<file path="src/hw/rtl/f1s_pkg.sv">
// f1s_pkg: shared types and constants for the macro F1 score unit.
// No dependencies; imported by every module under hw/rtl.

package f1s_pkg;

    localparam int LABEL_W   = 4;    // class label width on the input beat
    localparam int FRAC_BITS = 16;   // fraction bits of a score
    localparam int SCORE_W   = 17;   // score width, 1.0 = 2**FRAC_BITS
    localparam int STEP_W    = 5;    // holds SCORE_W divider steps

    typedef enum logic [2:0] {
        ST_RUN,
        ST_DRAIN,
        ST_READ,
        ST_LOAD,
        ST_DIV,
        ST_ACC,
        ST_DONE
    } t_f1s_state;

    // control from the sequencer to the counter memories
    typedef struct packed {
        logic acc;      // input beat accepted this cycle
        logic walk;     // read address comes from the class walk
        logic clear;    // drop all counts and the overflow flag
    } t_f1s_mem_ctl;

endpackage

</file>
<file path="src/hw/rtl/f1s_cnt_mem.sv">
// f1s_cnt_mem: per-class tp/fn and fp counter memories with read-modify-write
// update, one-deep write forwarding, saturation and per-entry valid bits.
// Depends on f1s_pkg.

module f1s_cnt_mem import f1s_pkg::*; #(
    parameter int CLASS_COUNT  = 16,
    parameter int COUNTER_BITS = 16,
    parameter int IDX_W        = 4
) (
    input  logic                    i_clk,
    input  logic                    i_rst_n,
    input  t_f1s_mem_ctl            i_ctl,
    input  logic [LABEL_W-1:0]      i_true_label,
    input  logic [LABEL_W-1:0]      i_pred_label,
    input  logic [IDX_W-1:0]        i_walk_addr,
    output logic [COUNTER_BITS-1:0] o_tp,
    output logic [COUNTER_BITS-1:0] o_fp,
    output logic [COUNTER_BITS-1:0] o_fn,
    output logic                    o_ovf
);

    localparam int CB = COUNTER_BITS;
    localparam logic [CB-1:0] CNT_MAX = '1;

    // memory A holds {tp, fn} indexed by the true label, memory B holds fp
    logic [2*CB-1:0]        r_mem_a [CLASS_COUNT];
    logic [CB-1:0]          r_mem_b [CLASS_COUNT];
    logic [CLASS_COUNT-1:0] r_vld_a;
    logic [CLASS_COUNT-1:0] r_vld_b;

    logic [2*CB-1:0] r_rd_a;
    logic            r_rd_a_vld;
    logic [CB-1:0]   r_rd_b;
    logic            r_rd_b_vld;

    logic             r_s1_vld;
    logic             r_s1_tp;
    logic             r_s1_fn;
    logic             r_s1_fp;
    logic [IDX_W-1:0] r_s1_a;
    logic [IDX_W-1:0] r_s1_b;

    logic             r_fw_a_vld;
    logic [IDX_W-1:0] r_fw_a_addr;
    logic [2*CB-1:0]  r_fw_a_data;
    logic             r_fw_b_vld;
    logic [IDX_W-1:0] r_fw_b_addr;
    logic [CB-1:0]    r_fw_b_data;

    logic r_ovf;

    logic [IDX_W+LABEL_W-1:0] t_ext;
    logic [IDX_W+LABEL_W-1:0] p_ext;
    logic [IDX_W-1:0]         t_idx;
    logic [IDX_W-1:0]         p_idx;
    logic                     t_ok;
    logic                     p_ok;
    logic [IDX_W-1:0]         rd_addr_a;
    logic [IDX_W-1:0]         rd_addr_b;

    logic [2*CB-1:0] cur_a;
    logic [CB-1:0]   cur_b;
    logic [CB-1:0]   cur_tp;
    logic [CB-1:0]   cur_fn;
    logic [CB-1:0]   n_tp;
    logic [CB-1:0]   n_fn;
    logic [CB-1:0]   n_fp;
    logic [2*CB-1:0] n_a;
    logic            we_a;
    logic            we_b;
    logic            sat_hit;

    assign t_ext     = {{IDX_W{1'b0}}, i_true_label};
    assign p_ext     = {{IDX_W{1'b0}}, i_pred_label};
    assign t_idx     = t_ext[IDX_W-1:0];
    assign p_idx     = p_ext[IDX_W-1:0];
    assign t_ok      = 32'(i_true_label) < CLASS_COUNT;
    assign p_ok      = 32'(i_pred_label) < CLASS_COUNT;
    assign rd_addr_a = i_ctl.walk ? i_walk_addr : t_idx;
    assign rd_addr_b = i_ctl.walk ? i_walk_addr : p_idx;

    always_comb begin
        if (r_fw_a_vld && (r_fw_a_addr == r_s1_a)) begin
            cur_a = r_fw_a_data;
        end else begin
            cur_a = r_rd_a_vld ? r_rd_a : '0;
        end
        if (r_fw_b_vld && (r_fw_b_addr == r_s1_b)) begin
            cur_b = r_fw_b_data;
        end else begin
            cur_b = r_rd_b_vld ? r_rd_b : '0;
        end
        cur_tp = cur_a[2*CB-1:CB];
        cur_fn = cur_a[CB-1:0];
        n_tp   = cur_tp;
        n_fn   = cur_fn;
        n_fp   = cur_b;
        if (r_s1_tp && (cur_tp != CNT_MAX)) begin
            n_tp = cur_tp + CB'(1);
        end
        if (r_s1_fn && (cur_fn != CNT_MAX)) begin
            n_fn = cur_fn + CB'(1);
        end
        if (r_s1_fp && (cur_b != CNT_MAX)) begin
            n_fp = cur_b + CB'(1);
        end
        n_a     = {n_tp, n_fn};
        we_a    = r_s1_vld && (r_s1_tp || r_s1_fn);
        we_b    = r_s1_vld && r_s1_fp;
        sat_hit = r_s1_vld && ((r_s1_tp && (cur_tp == CNT_MAX)) ||
                               (r_s1_fn && (cur_fn == CNT_MAX)) ||
                               (r_s1_fp && (cur_b == CNT_MAX)));
    end

    // memories
    always_ff @(posedge i_clk) begin
        if (we_a) begin
            r_mem_a[r_s1_a] <= n_a;
        end
        if (we_b) begin
            r_mem_b[r_s1_b] <= n_fp;
        end
        r_rd_a     <= r_mem_a[rd_addr_a];
        r_rd_b     <= r_mem_b[rd_addr_b];
        r_rd_a_vld <= r_vld_a[rd_addr_a];
        r_rd_b_vld <= r_vld_b[rd_addr_b];
    end

    // update stage payload
    always_ff @(posedge i_clk) begin
        r_s1_tp     <= (i_true_label == i_pred_label) && t_ok;
        r_s1_fn     <= (i_true_label != i_pred_label) && t_ok;
        r_s1_fp     <= (i_true_label != i_pred_label) && p_ok;
        r_s1_a      <= t_idx;
        r_s1_b      <= p_idx;
        if (we_a) begin
            r_fw_a_addr <= r_s1_a;
            r_fw_a_data <= n_a;
        end
        if (we_b) begin
            r_fw_b_addr <= r_s1_b;
            r_fw_b_data <= n_fp;
        end
    end

    always_ff @(posedge i_clk) begin
        if (!i_rst_n) begin
            r_s1_vld   <= 1'b0;
            r_vld_a    <= '0;
            r_vld_b    <= '0;
            r_fw_a_vld <= 1'b0;
            r_fw_b_vld <= 1'b0;
            r_ovf      <= 1'b0;
        end else begin
            r_s1_vld <= i_ctl.acc;
            if (i_ctl.clear) begin
                r_vld_a    <= '0;
                r_vld_b    <= '0;
                r_fw_a_vld <= 1'b0;
                r_fw_b_vld <= 1'b0;
                r_ovf      <= 1'b0;
            end else begin
                if (we_a) begin
                    r_vld_a[r_s1_a] <= 1'b1;
                    r_fw_a_vld      <= 1'b1;
                end
                if (we_b) begin
                    r_vld_b[r_s1_b] <= 1'b1;
                    r_fw_b_vld      <= 1'b1;
                end
                if (sat_hit) begin
                    r_ovf <= 1'b1;
                end
            end
        end
    end

    assign o_tp  = r_rd_a_vld ? r_rd_a[2*CB-1:CB] : '0;
    assign o_fn  = r_rd_a_vld ? r_rd_a[CB-1:0] : '0;
    assign o_fp  = r_rd_b_vld ? r_rd_b : '0;
    assign o_ovf = r_ovf;

endmodule

</file>
<file path="src/hw/rtl/f1s_div.sv">
// f1s_div: radix-2 restoring divider, one quotient bit per cycle, for
// quotients known to fit SCORE_W bits. Depends on f1s_pkg.

module f1s_div import f1s_pkg::*; #(
    parameter int NUM_W = 33,
    parameter int DEN_W = 18
) (
    input  logic               i_clk,
    input  logic               i_rst_n,
    input  logic               i_start,
    input  logic [NUM_W-1:0]   i_num,
    input  logic [DEN_W-1:0]   i_den,
    output logic               o_done,
    output logic [SCORE_W-1:0] o_quot
);

    logic [DEN_W-1:0]   r_rem;
    logic [DEN_W-1:0]   r_den;
    logic [SCORE_W-1:0] r_q;
    logic [STEP_W-1:0]  r_cnt;
    logic               r_done;

    logic [DEN_W:0]   trial;
    logic [DEN_W:0]   diff;
    logic             ge;
    logic [DEN_W-1:0] n_rem;

    assign trial = {r_rem, r_q[SCORE_W-1]};
    assign diff  = trial - {1'b0, r_den};
    assign ge    = trial >= {1'b0, r_den};
    assign n_rem = ge ? diff[DEN_W-1:0] : trial[DEN_W-1:0];

    always_ff @(posedge i_clk) begin
        if (i_start) begin
            r_rem <= DEN_W'(i_num >> SCORE_W);
            r_q   <= i_num[SCORE_W-1:0];
            r_den <= i_den;
        end else if (r_cnt != '0) begin
            r_rem <= n_rem;
            r_q   <= {r_q[SCORE_W-2:0], ge};
        end
    end

    always_ff @(posedge i_clk) begin
        if (!i_rst_n) begin
            r_cnt  <= '0;
            r_done <= 1'b0;
        end else begin
            r_done <= (r_cnt == STEP_W'(1)) && !i_start;
            if (i_start) begin
                r_cnt <= STEP_W'(SCORE_W);
            end else if (r_cnt != '0) begin
                r_cnt <= r_cnt - STEP_W'(1);
            end
        end
    end

    assign o_done = r_done;
    assign o_quot = r_q;

endmodule

</file>
<file path="src/hw/rtl/macro_f1_score_unit.sv">
// macro_f1_score_unit: macro-averaged F1 over sets of (true, predicted) labels.
// Depends on f1s_pkg, f1s_cnt_mem, f1s_div.
//
//   port group     dir  beat contents
//   s_t*           in   tdata[3:0] true_label, [7:4] predicted_label; tlast last_item
//   m_t*           out  tdata[16:0] average_f1, [33:17] class_f1; tuser count_overflow
//   i/o_cfg_*      in   data[3:0] focus_class, always ready
//
// Labels are taken one beat per cycle while no scoring walk is under way; a counter
// update is a read-modify-write of the counter memories with forwarding between
// back-to-back beats. After the last beat of a set, input stalls for the scoring
// walk: a drain state, then per class read, load, serial divide and accumulate
// (the divide is skipped for an absent class), then a hand-off state.
// The average is a reciprocal multiply taken in the hand-off cycle.
// Synchronous reset clears all counts; no clearing pass is needed.
// A waiting result stalls input only once the next set's result is ready.

module macro_f1_score_unit import f1s_pkg::*; #(
    parameter int CLASS_COUNT  = 16,
    parameter int COUNTER_BITS = 16
) (
    input  logic        i_clk,
    input  logic        i_rst_n,
    input  logic        s_tvalid,
    output logic        s_tready,
    input  logic [7:0]  s_tdata,   // [3:0] true_label, [7:4] predicted_label
    input  logic        s_tlast,
    output logic        m_tvalid,
    input  logic        m_tready,
    output logic [39:0] m_tdata,   // [16:0] average_f1, [33:17] class_f1, zeros
    output logic        m_tuser,   // [0] count_overflow
    input  logic        i_cfg_valid,
    output logic        o_cfg_ready,
    input  logic [3:0]  i_cfg_data // [3:0] focus_class
);

    localparam int IDX_W = (CLASS_COUNT > 1) ? $clog2(CLASS_COUNT) : 1;
    localparam int CB    = COUNTER_BITS;
    localparam int NUM_W = CB + 1 + FRAC_BITS;
    localparam int DEN_W = CB + 2;
    localparam int SUM_W = SCORE_W + IDX_W;
    localparam int PRD_W = 2 * SUM_W + 1;
    // floor(sum / CLASS_COUNT) as (sum * AVG_M) >> AVG_S, exact for sum < 2**SUM_W
    localparam int AVG_S = SUM_W + IDX_W;
    localparam logic [SUM_W:0] AVG_M =
        (SUM_W + 1)'((64'd1 << AVG_S) / 64'(CLASS_COUNT) + 64'd1);

    t_f1s_state r_state;
    t_f1s_state n_state;

    logic [LABEL_W-1:0] r_target;
    logic [IDX_W-1:0]   r_cls;
    logic [SUM_W-1:0]   r_sum;
    logic [SCORE_W-1:0] r_cls_f1;
    logic               r_zero;

    logic               r_m_tvalid;
    logic [SCORE_W-1:0] r_m_avg;
    logic [SCORE_W-1:0] r_m_cls;
    logic               r_m_ovf;

    t_f1s_mem_ctl mem_ctl;
    logic         s_acc;
    logic         div_start;
    logic         out_load;
    logic         last_cls;

    logic [CB-1:0]      tp;
    logic [CB-1:0]      fp;
    logic [CB-1:0]      fn;
    logic               ovf;
    logic [DEN_W-1:0]   den;
    logic [NUM_W-1:0]   div_num;
    logic [DEN_W-1:0]   div_den;
    logic               div_done;
    logic [SCORE_W-1:0] div_quot;
    logic [SCORE_W-1:0] score;
    logic [PRD_W-1:0]   avg_prod;
    logic [SCORE_W-1:0] avg_f1;

    assign s_acc    = s_tvalid && s_tready;
    assign last_cls = r_cls == IDX_W'(CLASS_COUNT - 1);
    assign den      = DEN_W'({tp, 1'b0}) + DEN_W'(fp) + DEN_W'(fn);
    assign score    = r_zero ? '0 : div_quot;
    assign div_num  = {tp, 1'b0, {FRAC_BITS{1'b0}}};
    assign div_den  = den;
    assign avg_prod = PRD_W'(r_sum) * PRD_W'(AVG_M);
    assign avg_f1   = avg_prod[AVG_S +: SCORE_W];

    f1s_cnt_mem #(
        .CLASS_COUNT (CLASS_COUNT),
        .COUNTER_BITS(COUNTER_BITS),
        .IDX_W       (IDX_W)
    ) u_cnt_mem (
        .i_clk       (i_clk),
        .i_rst_n     (i_rst_n),
        .i_ctl       (mem_ctl),
        .i_true_label(s_tdata[3:0]),
        .i_pred_label(s_tdata[7:4]),
        .i_walk_addr (r_cls),
        .o_tp        (tp),
        .o_fp        (fp),
        .o_fn        (fn),
        .o_ovf       (ovf)
    );

    f1s_div #(
        .NUM_W(NUM_W),
        .DEN_W(DEN_W)
    ) u_div (
        .i_clk  (i_clk),
        .i_rst_n(i_rst_n),
        .i_start(div_start),
        .i_num  (div_num),
        .i_den  (div_den),
        .o_done (div_done),
        .o_quot (div_quot)
    );

    // next state
    always_comb begin
        n_state = r_state;
        unique case (r_state)
            ST_RUN: begin
                if (s_acc && s_tlast) begin
                    n_state = ST_DRAIN;
                end
            end
            ST_DRAIN: n_state = ST_READ;
            ST_READ:  n_state = ST_LOAD;
            ST_LOAD:  n_state = (den == '0) ? ST_ACC : ST_DIV;
            ST_DIV: begin
                if (div_done) begin
                    n_state = ST_ACC;
                end
            end
            ST_ACC:   n_state = last_cls ? ST_DONE : ST_READ;
            ST_DONE: begin
                if (out_load) begin
                    n_state = ST_RUN;
                end
            end
            default:  n_state = ST_RUN;
        endcase
    end

    // state outputs
    always_comb begin
        s_tready      = 1'b0;
        div_start     = 1'b0;
        out_load      = 1'b0;
        mem_ctl.walk  = 1'b1;
        mem_ctl.clear = 1'b0;
        unique case (r_state)
            ST_RUN: begin
                s_tready     = 1'b1;
                mem_ctl.walk = 1'b0;
            end
            ST_LOAD:  div_start = den != '0;
            ST_DONE: begin
                out_load      = !r_m_tvalid || m_tready;
                mem_ctl.clear = !r_m_tvalid || m_tready;
            end
            default: ;
        endcase
        mem_ctl.acc = s_acc;
    end

    always_ff @(posedge i_clk) begin
        if (!i_rst_n) begin
            r_state    <= ST_RUN;
            r_target   <= '0;
            r_m_tvalid <= 1'b0;
        end else begin
            r_state <= n_state;
            if (i_cfg_valid) begin
                r_target <= i_cfg_data;
            end
            if (out_load) begin
                r_m_tvalid <= 1'b1;
            end else if (m_tready) begin
                r_m_tvalid <= 1'b0;
            end
        end
    end

    // walk datapath
    always_ff @(posedge i_clk) begin
        if (r_state == ST_DRAIN) begin
            r_cls    <= '0;
            r_sum    <= '0;
            r_cls_f1 <= '0;
        end
        if (r_state == ST_LOAD) begin
            r_zero <= den == '0;
        end
        if (r_state == ST_ACC) begin
            r_sum <= r_sum + SUM_W'(score);
            if (32'(r_cls) == 32'(r_target)) begin
                r_cls_f1 <= score;
            end
            if (!last_cls) begin
                r_cls <= r_cls + IDX_W'(1);
            end
        end
        if (out_load) begin
            r_m_avg <= avg_f1;
            r_m_cls <= r_cls_f1;
            r_m_ovf <= ovf;
        end
    end

    assign o_cfg_ready = 1'b1;
    assign m_tvalid    = r_m_tvalid;
    assign m_tdata     = {6'b0, r_m_cls, r_m_avg};
    assign m_tuser     = r_m_ovf;

endmodule
</file>
<file path="config.mk">
export PLATFORM = sky130hd
export DESIGN_NAME = macro_f1_score_unit
export DESIGN_NICKNAME = d
export VERILOG_FILES = /design/src/hw/rtl/f1s_pkg.sv /design/src/hw/rtl/f1s_cnt_mem.sv /design/src/hw/rtl/f1s_div.sv /design/src/hw/rtl/macro_f1_score_unit.sv
export SDC_FILE = /design/constraint.sdc
export NUM_CORES = 1
export LEC_CHECK = 0
export ABC_AREA = 1
export BUFFER_PORTS_ARGS = -buffer_cell sky130_fd_sc_hd__buf_2
export CORE_MARGIN = 8
export CORE_UTILIZATION = 30
export DETAILED_ROUTE_END_ITERATION = 8
export HOLD_SLACK_MARGIN = 0.15
export PLACE_DENSITY = 0.41
export SLEW_MARGIN = 20
export SYNTH_ARGS = -nofsm -noshare
export SYNTH_HDL_FRONTEND = slang
export SYNTH_SLANG_ARGS = --single-unit
</file>
<file path="constraint.sdc">
create_clock -name i_clk -period 10.4 [get_ports i_clk]
set_input_delay 2.08 -clock i_clk [delete_from_list [all_inputs] [get_ports i_clk]]
set_output_delay 2.08 -clock i_clk [all_outputs]
set_load 0.01 [all_outputs]
</file>
=== After elaboration in Yosys (flattened, before gate mapping) ===
Memories as Yosys holds them, arrays and structs flattened. A register that Yosys moved wholly into a read port is not among the register bits.
Index checks and enable logic that the tools add are counted.

* Bits of input ports: 18
* Logic and storage cells: 157
* Memory bits (read-only): 0
* Latch bits: 0
* Memories: 2
* Output and inout bits: 44
* Register bits: 249
* Bits in writable memories: 768

* Magnitude comparators: 7
* Shift-type cells: 0
* Multiply operators: 1
* Muxes and demuxes: 48
* Reductions and logical operators: 32
* Add/subtract/negate cells: 9
* Eq/ne operators: 22
* Bitwise logic cells: 3
* Divide/modulo/power cells: 0

{| class="wikitable"
|+ Memory list
! memory !! depth !! bits a word !! rd ports !! clocked after Yosys merged registers in !! write ports !! RTL line !! source
|-
| u_cnt_mem.r_mem_a || 16 || 32 || 1 || 1 || 1 || f1s_cnt_mem.sv:26 || <nowiki>logic [2*CB-1:0] r_mem_a [CLASS_COUNT];</nowiki>
|-
| u_cnt_mem.r_mem_b || 16 || 16 || 1 || 1 || 1 || f1s_cnt_mem.sv:27 || <nowiki>logic [CB-1:0] r_mem_b [CLASS_COUNT];</nowiki>
|}

{| class="wikitable"
|+ Operator list
! kind !! number
|-
| $mux W16 || 9
|-
| $mux W17 || 4
|-
| $mux W32 || 2
|-
| $add A16 B1 Y16 const B || 3
|-
| $eq A16 B16 Y1 const B || 3
|-
| $ne A16 B16 Y1 const B || 3
|-
| $mul A21 B22 Y42 const B || 1
|-
| $mux W21 || 2
|-
| $or A16 B16 Y16 || 2
|-
| $add A21 B17 Y21 || 1
|-
| $pmux W3 S7 || 1
|-
| $lt A4 B5 Y1 const B || 4
|-
| $mux W4 || 5
|-
| $ge A19 B18 Y1 || 1
|-
| $add A17 B16 Y18 || 1
|-
| $add A18 B16 Y18 || 1
|-
| $logic_not A18 Y1 || 1
|-
| $mux W18 || 1
|-
| $reduce_bool A18 Y1 || 1
|-
| $sub A18 B18 Y18 || 1
|-
| $eq A4 B4 Y1 || 4
|-
| $logic_and A1 B1 Y1 || 16
|-
| $mux W1 || 14
|-
| $mux W3 || 4
|-
| 22 further kinds || 37
|}

=== Longest topological paths before layout ===
Gate-level depths: netlist (run 1).

* Depth in word-level cells: 8
* Mapped depth: 23

=== Modules after synthesis ===
Synthesis (run 1) repeated with hierarchy kept, for this count alone.

* Cell total of the unflattened synthesis: 4245
* Area total of the unflattened synthesis: 47302.9 µm²

{| class="wikitable"
|+ By module, submodules not included
! module !! cells an instance !! area each (µm²) !! instances !! sequential area each (µm²)
|-
| f1s_cnt_mem || 3058 || 37892.6 || 1 || 26665.6
|-
| macro_f1_score_unit || 697 || 5622.9 || 1 || 2292.2
|-
| f1s_div || 490 || 3787.4 || 1 || 1691.6
|}

=== Worst setup path before layout (run 1) ===
No wires, ideal clock.

* Path type: input to register
* Start point: in m_tready
* End point: reg u_cnt_mem.r_vld_a[12]
* Stages: 6
* Path buffers: 1
* Slack: 5.862 ns
* Arrival: 4.410 ns
* Path through: nor2_1 nor2_1 nor2_1 inv_1 clkbuf_1 nor2_1

* Word-level cells in the longest chain between the ends: 3

{| class="wikitable"
|+ RTL lines
! item !! RTL line !! source
|-
| start, declared || macro_f1_score_unit.sv:29 || <nowiki>input logic m_tready,</nowiki>
|-
| $logic_or A1 B1 Y1 || -- ||
|-
| $mux W1 || -- ||
|-
| net out_load || macro_f1_score_unit.sv:65 || <nowiki>logic out_load;</nowiki>
|-
| $reduce_or A2 Y1 (no source line) || -- ||
|-
| end signal, assigned || f1s_cnt_mem.sv:149 || <nowiki>r_vld_a <= '0;</nowiki>
|-
| end signal, assigned || f1s_cnt_mem.sv:157 || <nowiki>r_vld_a <= '0;</nowiki>
|-
| end signal, assigned by index || f1s_cnt_mem.sv:164 || <nowiki>r_vld_a[r_s1_a] <= 1'b1;</nowiki>
|-
| end, declared || f1s_cnt_mem.sv:28 || <nowiki>logic [CLASS_COUNT-1:0] r_vld_a;</nowiki>
|}

The timed path passes the listed nets, and every way through them passes these cells.
A chain may end at the register's enable or synchronous reset.

=== Worst setup path after layout (run 1) ===
* Start point: reg u_cnt_mem.r_rd_b_vld
* End point: reg u_div.r_rem[11], data pin

* Word-level cells in the longest chain between the ends: 6

{| class="wikitable"
|+ RTL lines
! item !! RTL line !! source
|-
| start, declared || f1s_cnt_mem.sv:34 || <nowiki>logic r_rd_b_vld;</nowiki>
|-
| start signal, assigned || f1s_cnt_mem.sv:126 || <nowiki>r_rd_b_vld <= r_vld_b[rd_addr_b];</nowiki>
|-
| $mux W16 || f1s_cnt_mem.sv:180 || <nowiki>assign o_fp = r_rd_b_vld ? r_rd_b : '0;</nowiki>
|-
| $add A17 B16 Y18 || macro_f1_score_unit.sv:83 || <nowiki>assign den = DEN_W'({tp, 1'b0}) + DEN_W'(fp) + DEN_W'(fn);</nowiki>
|-
| $add A18 B16 Y18 || macro_f1_score_unit.sv:83 ||
|-
| $reduce_bool A18 Y1 || macro_f1_score_unit.sv:159 || <nowiki>ST_LOAD: div_start = den != '0;</nowiki>
|-
| $mux W1 || macro_f1_score_unit.sv:154 || <nowiki>unique case (r_state)</nowiki>
|-
| $mux W16 || f1s_div.sv:34 || <nowiki>if (i_start) begin</nowiki>
|-
| end signal, assigned || f1s_div.sv:35 || <nowiki>r_rem <= DEN_W'(i_num >> SCORE_W);</nowiki>
|-
| end signal, assigned || f1s_div.sv:39 || <nowiki>r_rem <= n_rem;</nowiki>
|-
| end, declared || f1s_div.sv:17 || <nowiki>logic [DEN_W-1:0] r_rem;</nowiki>
|}

No other way between the ends.

==> summary.md, run 1 <==
| Metric | Value |
|---|---|
| Vias in the first global route | `~31000` |
| Hold Startpoint | `r_cls_f1[4]` |
| Worst setup EP type | `flop` |
| GRT Overall Usage | `16.4%` |
| Vias | `~30000` |
| Area of the multi-input gates | `between 0.01 and 0.015 sq mm` |
| Fin. max-slew vios | `0` |
| Largest family of logic cells by synthesized area | `simple AND/OR/NAND/NOR gates` |
| Port Buf Inserts | `54` |
| Slew @ Worst Pin | `about 1.1 ns` |
| Die area | `0.169 sq mm` |
| Switching power | `0.00788 W` |
| Initial antenna violation count | `7` |
| Resized Gates After CTS | `0` |
| Layout Nets | `4299` |
| Die H | `411 um` |
| Area grow syn2layout | `14.0%` |
| CTS root buf | `clkbuf_16` |
| Post-synth ARST share | `0%` |
| Row Count | `around 150` |
| Core area | `0.155 sq mm` |
| Vias per inst | `4.84` |
| GR Overflow Total | `0` |
| Fillers | `15400` |
| Synth warnings | `0` |
| # placed instances | `6142` |
| Post-synthesis simple-gate area fraction | `approximately 15%` |
| Routed len/inst | `22.2 um` |
| CP max FO | `35` |
| Mux cell area share after synthesis | `0%` |
| Initial Util | `30.0%` |
| Net switching fraction of the power | `43.1%` |
| Max_slew headroom | `about a quarter` |
| Setup bufs post-CTS | `0` |
| Top FF cell, synth | `edfxtp_1` |
| Clock power frac | `22.8%` |
| Worst hold endpoint | `r_m_cls[4]` |
| Worst r2r src | `u_cnt_mem.r_rd_b_vld` |
| Drt total wl | `141000 um` |
| TritonRoute pass-1 iters | `5` |
| Synth cell types | `between 50 and 60` |
| Synth Instances | `~4200` |
| Worst Clk Skew | `0.0375 ns` |
| Clk_lat worst skew | `0.74 ns` |
| Fin crit share | `about 53%` |
| Largest net degree at the start of global routing | `185` |
| Setup total negative slack | `0 ns` |
| Design area | `0.0532 sq mm` |
| Worst Reg2Reg Path Length in Cells | `20` |
| Max VDD drop | `629 uV` |
| Ports | `62` |
| Startpoint Class | `flop` |
| Post-detail-place hpwl | `between 80000 and 90000 um` |
| Final min period | `between 5 and 6 ns` |
| Max Freq | `180 MHz` |
| Post-synth EDFFs | `915` |
| Reg-to-reg endpoint | `u_div.r_rem[11]` |
| CP required | `10.86 ns` |
| Synth Area in Adders | `2.35%` |
| Cts hold-fix bufs | `0` |
| Final hold vios | `0` |
| Compound-Gate Fraction of Synth Area | `12.2%` |
| # DRC | `0` |
| Hold Slack | `0.429 ns` |
| Max-capacitance violation count | `0` |
| Arr. time, crit path | `6.01 ns` |
| Clk buf depth | `3` |
| Worst setup path category | `flop to flop` |
| Total CTS buffers | `about 120` |
| RSZ-0062 raised after global routing | `false` |
| Register area share after synthesis | `65.3%` |
| Syn Area/Cell | `11.1 sq um` |
| PwrDens | `343 mW/mm^2` |
| Int Power | `0.0104 W` |
| Starting DRC count in detailed routing | `2447` |
| Synth Register Bits | `roughly 1100` |
| Worst hold path class | `flop to flop` |
| RePlAce Congestion | `0.814` |
| Post-Synth XOR/XNOR Area | `0.844%` |
| # clock sinks | `approximately 1100` |
| First-pass GRT wire length | `roughly 210000 um` |
| H-tree Lvls | `3` |
| CTS tree | `built` |
| Clk slew on worst S/H paths | `0.06 ns` |
| Util after Layout | `34.2%` |
| Final setup violation count | `0` |
| Hold Path Stages | `0` |
| Seq pwr share | `31.6%` |
| Gate power share | `between 40% and 50%` |
| Die X-Extent | `411 um` |
| Area after DPL | `0.0494 sq mm` |
| Fraction of layout cells with a size suffix above 1 | `13.3%` |
| Remaining antenna violation count | `0` |
| Synth Cell Area | `0.0467 sq mm` |
| P_leak | `approximately 19 nW` |
| Reg2Reg Setup Slack | `4.85 ns` |
| Status | `complete, no violations` |
| Reg area | `0.0305 sq mm` |
| Final cell count without fillers | `6369` |
==> critical path, stage by stage (launching register included) <==
cell,delay (ns)
dfxtp_1,1.07
nand2_1,0.51
fa_1,0.65
inv_1,0.04
ha_1,0.38
nand2_1,0.14
inv_1,0.06
nand2_1,0.06
nand2_1,0.04
nand2_1,0.08
nand3_1,0.10
a21boi_0,0.48
nand2_1,0.09
nor2_1,0.16
nand3_1,0.11
nand2_1,0.07
buf_4,0.33
inv_1,0.38
buf_4,0.35
nand2_1,0.09
nand2_1,0.05
==> cell usage after synthesis, types with 2 or more instances <==
cell,n,area (sq um)
inv_2,15,56.3
edfxtp_1,915,27500
nor2_8,2,40.0
dfxtp_1,150,3000
o21a_1,11,82.6
a31oi_1,8,50.1
o211ai_1,379,2850
nor2_2,8,50.1
inv_1,315,1180
nor2_1,457,1720
xor2_1,33,289
nand3b_1,7,52.6
o221ai_1,2,17.5
a21oi_1,69,345
o22ai_1,19,119
conb_1,2,7.51
ha_1,59,738
o21bai_1,6,45.0
buf_4,12,90.1
a21o_1,8,60.1
a21boi_0,3,22.5
nand4_1,44,275
clkbuf_1,144,541
and3_1,2,12.5
o21ai_0,341,1710
o21ai_1,27,135
nand2_1,649,2440
nand3_1,160,801
buf_2,40,200
buf_6,12,135
clkinv_1,3,11.3
fa_1,18,360
nor3_1,16,80.1
nand3_2,2,20.0
o21ai_4,3,48.8
o21ai_2,20,175
nand2_2,13,81.3
buf_1,5,18.8
or2_2,186,1160
xnor2_1,12,105
==> metal layers <==
metal	global-route usage [%]	vias up	routed length [um]
met5	0	-	0
met1	22.8	15200	66500
li1	-	14800	-
met3	2.42	167	6110
met2	26.7	620	65300
met4	4.58	0	3260
==> registers in the layout, summed over array words and instances (netlist names), 5 cells and up <==
name	flops
u_cnt_mem.r_mem_a	512
u_cnt_mem.r_mem_b	256
u_cnt_mem.r_fw_a_data	32
u_cnt_mem.r_rd_a	32
r_sum	21
u_div.r_den	18
u_div.r_rem	18
r_cls_f1	17
r_m_avg	17
r_m_cls	17
u_div.o_quot	17
u_cnt_mem.r_fw_b_data	16
u_cnt_mem.r_rd_b	16
u_cnt_mem.r_vld_a	16
u_cnt_mem.r_vld_b	16
u_div.r_cnt	5
==> worst max path at each step <==
stage,slack [ns],from,cells past startpoint,endpoint
floorplan,5.86,m_tready,6,u_cnt_mem.r_vld_a[12]
global placement,4.41,u_cnt_mem.r_rd_a_vld,21,u_div.r_rem[11]
detailed placement,4.74,u_cnt_mem.r_rd_b_vld,20,u_div.r_rem[11]
CTS,4.71,u_cnt_mem.r_rd_b_vld,20,u_div.r_rem[11]
global route,4.23,u_cnt_mem.r_rd_b_vld,20,u_div.r_rem[14]
finish,4.85,u_cnt_mem.r_rd_b_vld,20,u_div.r_rem[11]
==> layout make-up <==
type / count / share of cell area, %
Antenna cell: 4 / 0.0188
Clock buffer: 168 / 6.20
Clock inverter: 54 / 1.02
Inverter: 333 / 2.38
Multi-Input combinational cell: 2583 / 27.0
Sequential cell: 1065 / 57.2
Tap cell: 2058 / 4.84
Timing Repair Buffer: 104 / 1.32
==> power groups by stage <==
stage	Clock, W	Combinational (W)	Sequential, W
after floorplan	0	0.00573	0.00574
after global placement	0	0.00846	0.00588
after detailed placement	0	0.00846	0.00588
after CTS	0.00429	0.00848	0.00579
after global routing	0.00445	0.00937	0.00582
final	0.00417	0.00833	0.00578
==> cells in the final DEF (no fill, tap or decap), drive strengths merged, types with 3 or more instances in the layout <==
master	count
o211ai	379
dfxtp	150
a21boi	3
nor3	17
o21bai	6
clkinvlp	3
a21o	8
nand3	163
inv	333
o22ai	19
clkbuf	168
nand3b	7
xor2	33
nand4	44
a31oi	8
conb	7
buf	104
xnor2	12
or2	186
a21oi	69
diode	4
clkinv	42
nor2	467
o21ai	391
bufinv	9
nand2	663
fa	18
ha	59
edfxtp	915
o21a	11
==> per-stage QoR <==
step | power (W) | setup WS (ns)
3_3_place_gp | 0.0143 | 4.41
3_5_place_dp | 0.0143 | 4.74
2_1_floorplan | 0.0115 | 5.86
4_1_cts | 0.0186 | 4.71
6_report | 0.0183 | 4.85
5_1_grt | 0.0196 | 4.23
==> cells by family after synthesis <==
kind of cell,after synthesis
adders and majority gates,77
and+or+nand+nor,1553
other,2
buffers and inverters,546
DFF,1065
xor gates and xnor gates,45
AOI/OAI and AO/OA,901
(Power assumes the default switching activity.)
==> run 2: changes to the inputs <==
==> constraint.sdc (replaced) <==
create_clock -name i_clk -period 5.5 [get_ports i_clk]
set_input_delay 1.1 -clock i_clk [delete_from_list [all_inputs] [get_ports i_clk]]
set_output_delay 1.1 -clock i_clk [all_outputs]
set_load 0.01 [all_outputs]
==> run 2 against run 1 <==
  * Combinational power increased by 94%
  * Largest cell class unchanged
  * Critical path type unchanged
  * Register-to-register slack got worse by 3.7 ns
  * Non-clock buffer count increased by 30
==> summary.md, run 2 (synthesis gave the netlist of run 1 again) <==
| Metric | Value |
|---|---|
| Top Metal Used | `met5` |
| Seq pwr share | `31.4% (-0.2 points)` |
| Initial antenna violation count | `9 (+2)` |
| Clk buf depth | `3 (unchanged)` |
| Fin crit share | `79.3% (+26 points)` |
| TritonRoute pass-1 iters | `5 (unchanged)` |
| Gate power share | `46.2% (+0.6 points)` |
| Worst hold path class | `flop to flop` |
| Reg-to-reg endpoint | `u_div.r_rem[6]` |
| Most common cell after layout, fill and taps aside | `edfxtp_1` |
| Reg2Reg Setup Slack | `1.14 ns (-3.72 ns)` |
| Final hold vios | `0 (unchanged)` |
| Slew @ Worst Pin | `1.15 ns (+0.0107 ns)` |
| Layout Nets | `4327 (+0.65%)` |
| Die X-Extent | `411 um (unchanged)` |
| Hold Path Stages | `0 (unchanged)` |
| Die H | `411 um (unchanged)` |
| RSZ-0062 raised after global routing | `false` |
| Clk slew on worst S/H paths | `0.06 ns (about the same)` |
| Fraction of layout cells with a size suffix above 1 | `14.0% (+0.73 points)` |
| Worst Clk Skew | `0.0304 ns (-0.00705 ns)` |
| Worst setup path category | `flop to flop` |
| PnR worst setup slack | `1.14 ns (-3.72 ns)` |
| Worst hold endpoint | `r_m_cls[10]` |
| Switching power | `0.0152 W (+93%)` |
| Die area | `0.169 sq mm (unchanged)` |
| Clk_lat worst skew | `0.72 ns (-0.02 ns)` |
| H-tree Lvls | `3 (unchanged)` |
| Drt total wl | `141000 um (-0.42%)` |
| Max-capacitance violation count | `0 (unchanged)` |
| WL met1 | `66600 um (about the same)` |
| Post-detail-place hpwl | `84500 um (+5.5%)` |
| Arr. time, crit path | `4.66 ns (-1.35 ns)` |
| Setup WS pre-CTS | `1.10 ns (-3.65 ns)` |
| Status | `complete, no violations` |
| Max_slew headroom | `23.2% (-0.79 points)` |
| CP required | `5.80 ns (-5.06 ns)` |
| First-pass GRT wire length | `207000 um (-0.33%)` |
| # DRC | `0 (unchanged)` |
| Largest net degree at the start of global routing | `176 (-4.9%)` |
| Metal2 WL | `64700 um (-0.83%)` |
| Hold Startpoint | `r_cls_f1[10]` |
| Startpoint Class | `flop` |
| GRT Overall Usage | `16.3% (-0.061 points)` |
| CTS tree | `built` |
| Worst setup EP type | `flop` |
| GR Overflow Total | `0 (unchanged)` |
| Setup bufs post-CTS | `0 (unchanged)` |
| Clock power frac | `22.3% (-0.5 points)` |
| Final setup violation count | `0 (unchanged)` |
| Remaining antenna violation count | `0 (unchanged)` |
| Initial Util | `30.0% (unchanged)` |
| CTS root buf | `clkbuf_16` |
| Max Freq | `229 MHz (+27%)` |
| Fin. max-slew vios | `0 (unchanged)` |
| # clock sinks | `1065 (unchanged)` |
| Top Registers | `u_cnt_mem.r_mem_a x512, u_cnt_mem.r_mem_b x256` |
| Row Count | `145 (unchanged)` |
| Vias | `30800 (-0.071%)` |
| Max reg flops | `512 (unchanged)` |
| Worst Reg2Reg Path Length in Cells | `18 (-10%)` |
| RePlAce Congestion | `0.863 (+6.0%)` |
| Area grow syn2layout | `14.4%` |
| Final min period | `4.36 ns (-1.18 ns)` |
| Resized Gates After CTS | `0 (unchanged)` |
| Port Buf Inserts | `54 (unchanged)` |
| Metal3 WL | `5730 um (-6.3%)` |
| Starting DRC count in detailed routing | `1982 (-19%)` |
| Routed len/inst | `22.0 um (-0.78%)` |
| PwrDens | `656 mW/mm^2 (+91%)` |
| Worst r2r src | `u_cnt_mem.r_rd_b_vld` |
| Vias per inst | `4.82 (-0.43%)` |
| Largest Register | `u_cnt_mem.r_mem_a` |
| P_leak | `19.3 nW (+0.66%)` |
| Max VDD drop | `857 uV (+36%)` |
| Vias in the first global route | `30600 (-0.45%)` |
| Int Power | `0.0198 W (+90%)` |
| Cts hold-fix bufs | `0 (unchanged)` |
| Setup total negative slack | `0 ns (unchanged)` |
| Net switching fraction of the power | `43.5% (+0.41 points)` |
| Ports | `62 (unchanged)` |
| Core area | `0.155 sq mm (unchanged)` |
| Total CTS buffers | `115 (-1.7%)` |
| Commonest non-fill, non-tap cells in the layout | `915 x edfxtp_1, 649 x nand2_1, 423 x nor2_1` |
| CP max FO | `16 (-54%)` |
==> run 2: changes by cell type in the layout (fill, tap and decap cells not counted), moves of 3 or more <==
cell	change
clkinv_2	+5
clkinv_1	-14
o21ai_2	-4
clkinvlp_4	+5
clkbuf_1	-3
o21ai_1	+5
clkbuf_8	+3
buf_4	+28
==> run 2: routing by layer <==
metal / up-vias / global-route usage (%)
met3: 179 / 2.44
met4: 4 / 4.77
met1: 15200 / 22.6
li1: 14900 / -
met5: - / 0
met2: 554 / 26.5
==> run 2: metrics by stage <==
step | power, W | instances | utilization, % | area, sq um | hold WS [ns]
3_3_place_gp | 0.0277 | 6172 | 31.9 | 49600 | 0.417
6_report | 0.0350 | 6392 | 34.4 | 53400 | 0.431
3_5_place_dp | 0.0276 | 6172 | 31.9 | 49600 | 0.418
5_1_grt | 0.0376 | 6390 | 34.4 | 53400 | 0.446
2_1_floorplan | 0.0217 | 4194 | - | 46700 | 0.408
4_1_cts | 0.0356 | 6388 | 34.3 | 53400 | 0.433
==> run 2: how the worst max path moves through the flow <==
stage / from / to / slack (ns) / depth (start not counted)
2_1_floorplan: u_cnt_mem.r_s1_fn / u_cnt_mem.r_mem_a[10][0] / 1.47 / 6
3_3_place_gp: u_cnt_mem.r_rd_b_vld / u_div.r_rem[1] / 1.13 / 19
3_5_place_dp: u_cnt_mem.r_rd_b_vld / u_div.r_den[2] / 1.10 / 19
4_1_cts: u_cnt_mem.r_rd_b_vld / u_div.r_rem[6] / 1.06 / 19
5_1_grt: u_cnt_mem.r_rd_b_vld / u_div.r_rem[6] / 0.68 / 19
6_report: u_cnt_mem.r_rd_b_vld / u_div.r_rem[6] / 1.14 / 18
==> run 2: cell type report <==
| type | instances | area (sq um) |
|---|---|---|
| sequential | 1065 | 30500 |
| fill | 15400 | 102000 |
| clock inverter | 50 | 539 |
| timing repair buffer | 134 | 953 |
| tap | 2058 | 2570 |
| multi-input combinational | 2583 | 14300 |
| clock buffer | 166 | 3280 |
| inverter | 333 | 1260 |
| antenna | 3 | 7.51 |
==> run 2: power groups by stage <==
stage               registers, W  clock network [W]  logic [W]
finish                    0.0110            0.00783     0.0162
global route              0.0111            0.00833     0.0182
CTS                       0.0110            0.00804     0.0165
detailed placement        0.0112                  0     0.0164
global placement          0.0112                  0     0.0165
floorplan                 0.0109                  0     0.0108
==> run 2: critical path: stages, from the launching register on <==
cell and delay [ns]:
dfxtp_1 0.72, nand2_1 0.27, fa_1 0.56, inv_1 0.04, ha_1 0.20, inv_1 0.07, fa_1 0.21, inv_1 0.08
nand3_1 0.09, nand2_1 0.11, nand3_1 0.12, nand3_1 0.10, a21boi_0 0.36, nand2_1 0.09, nor2_1 0.13, nand3_1 0.11
nand2_1 0.10, buf_4 0.18, nand2_1 0.39
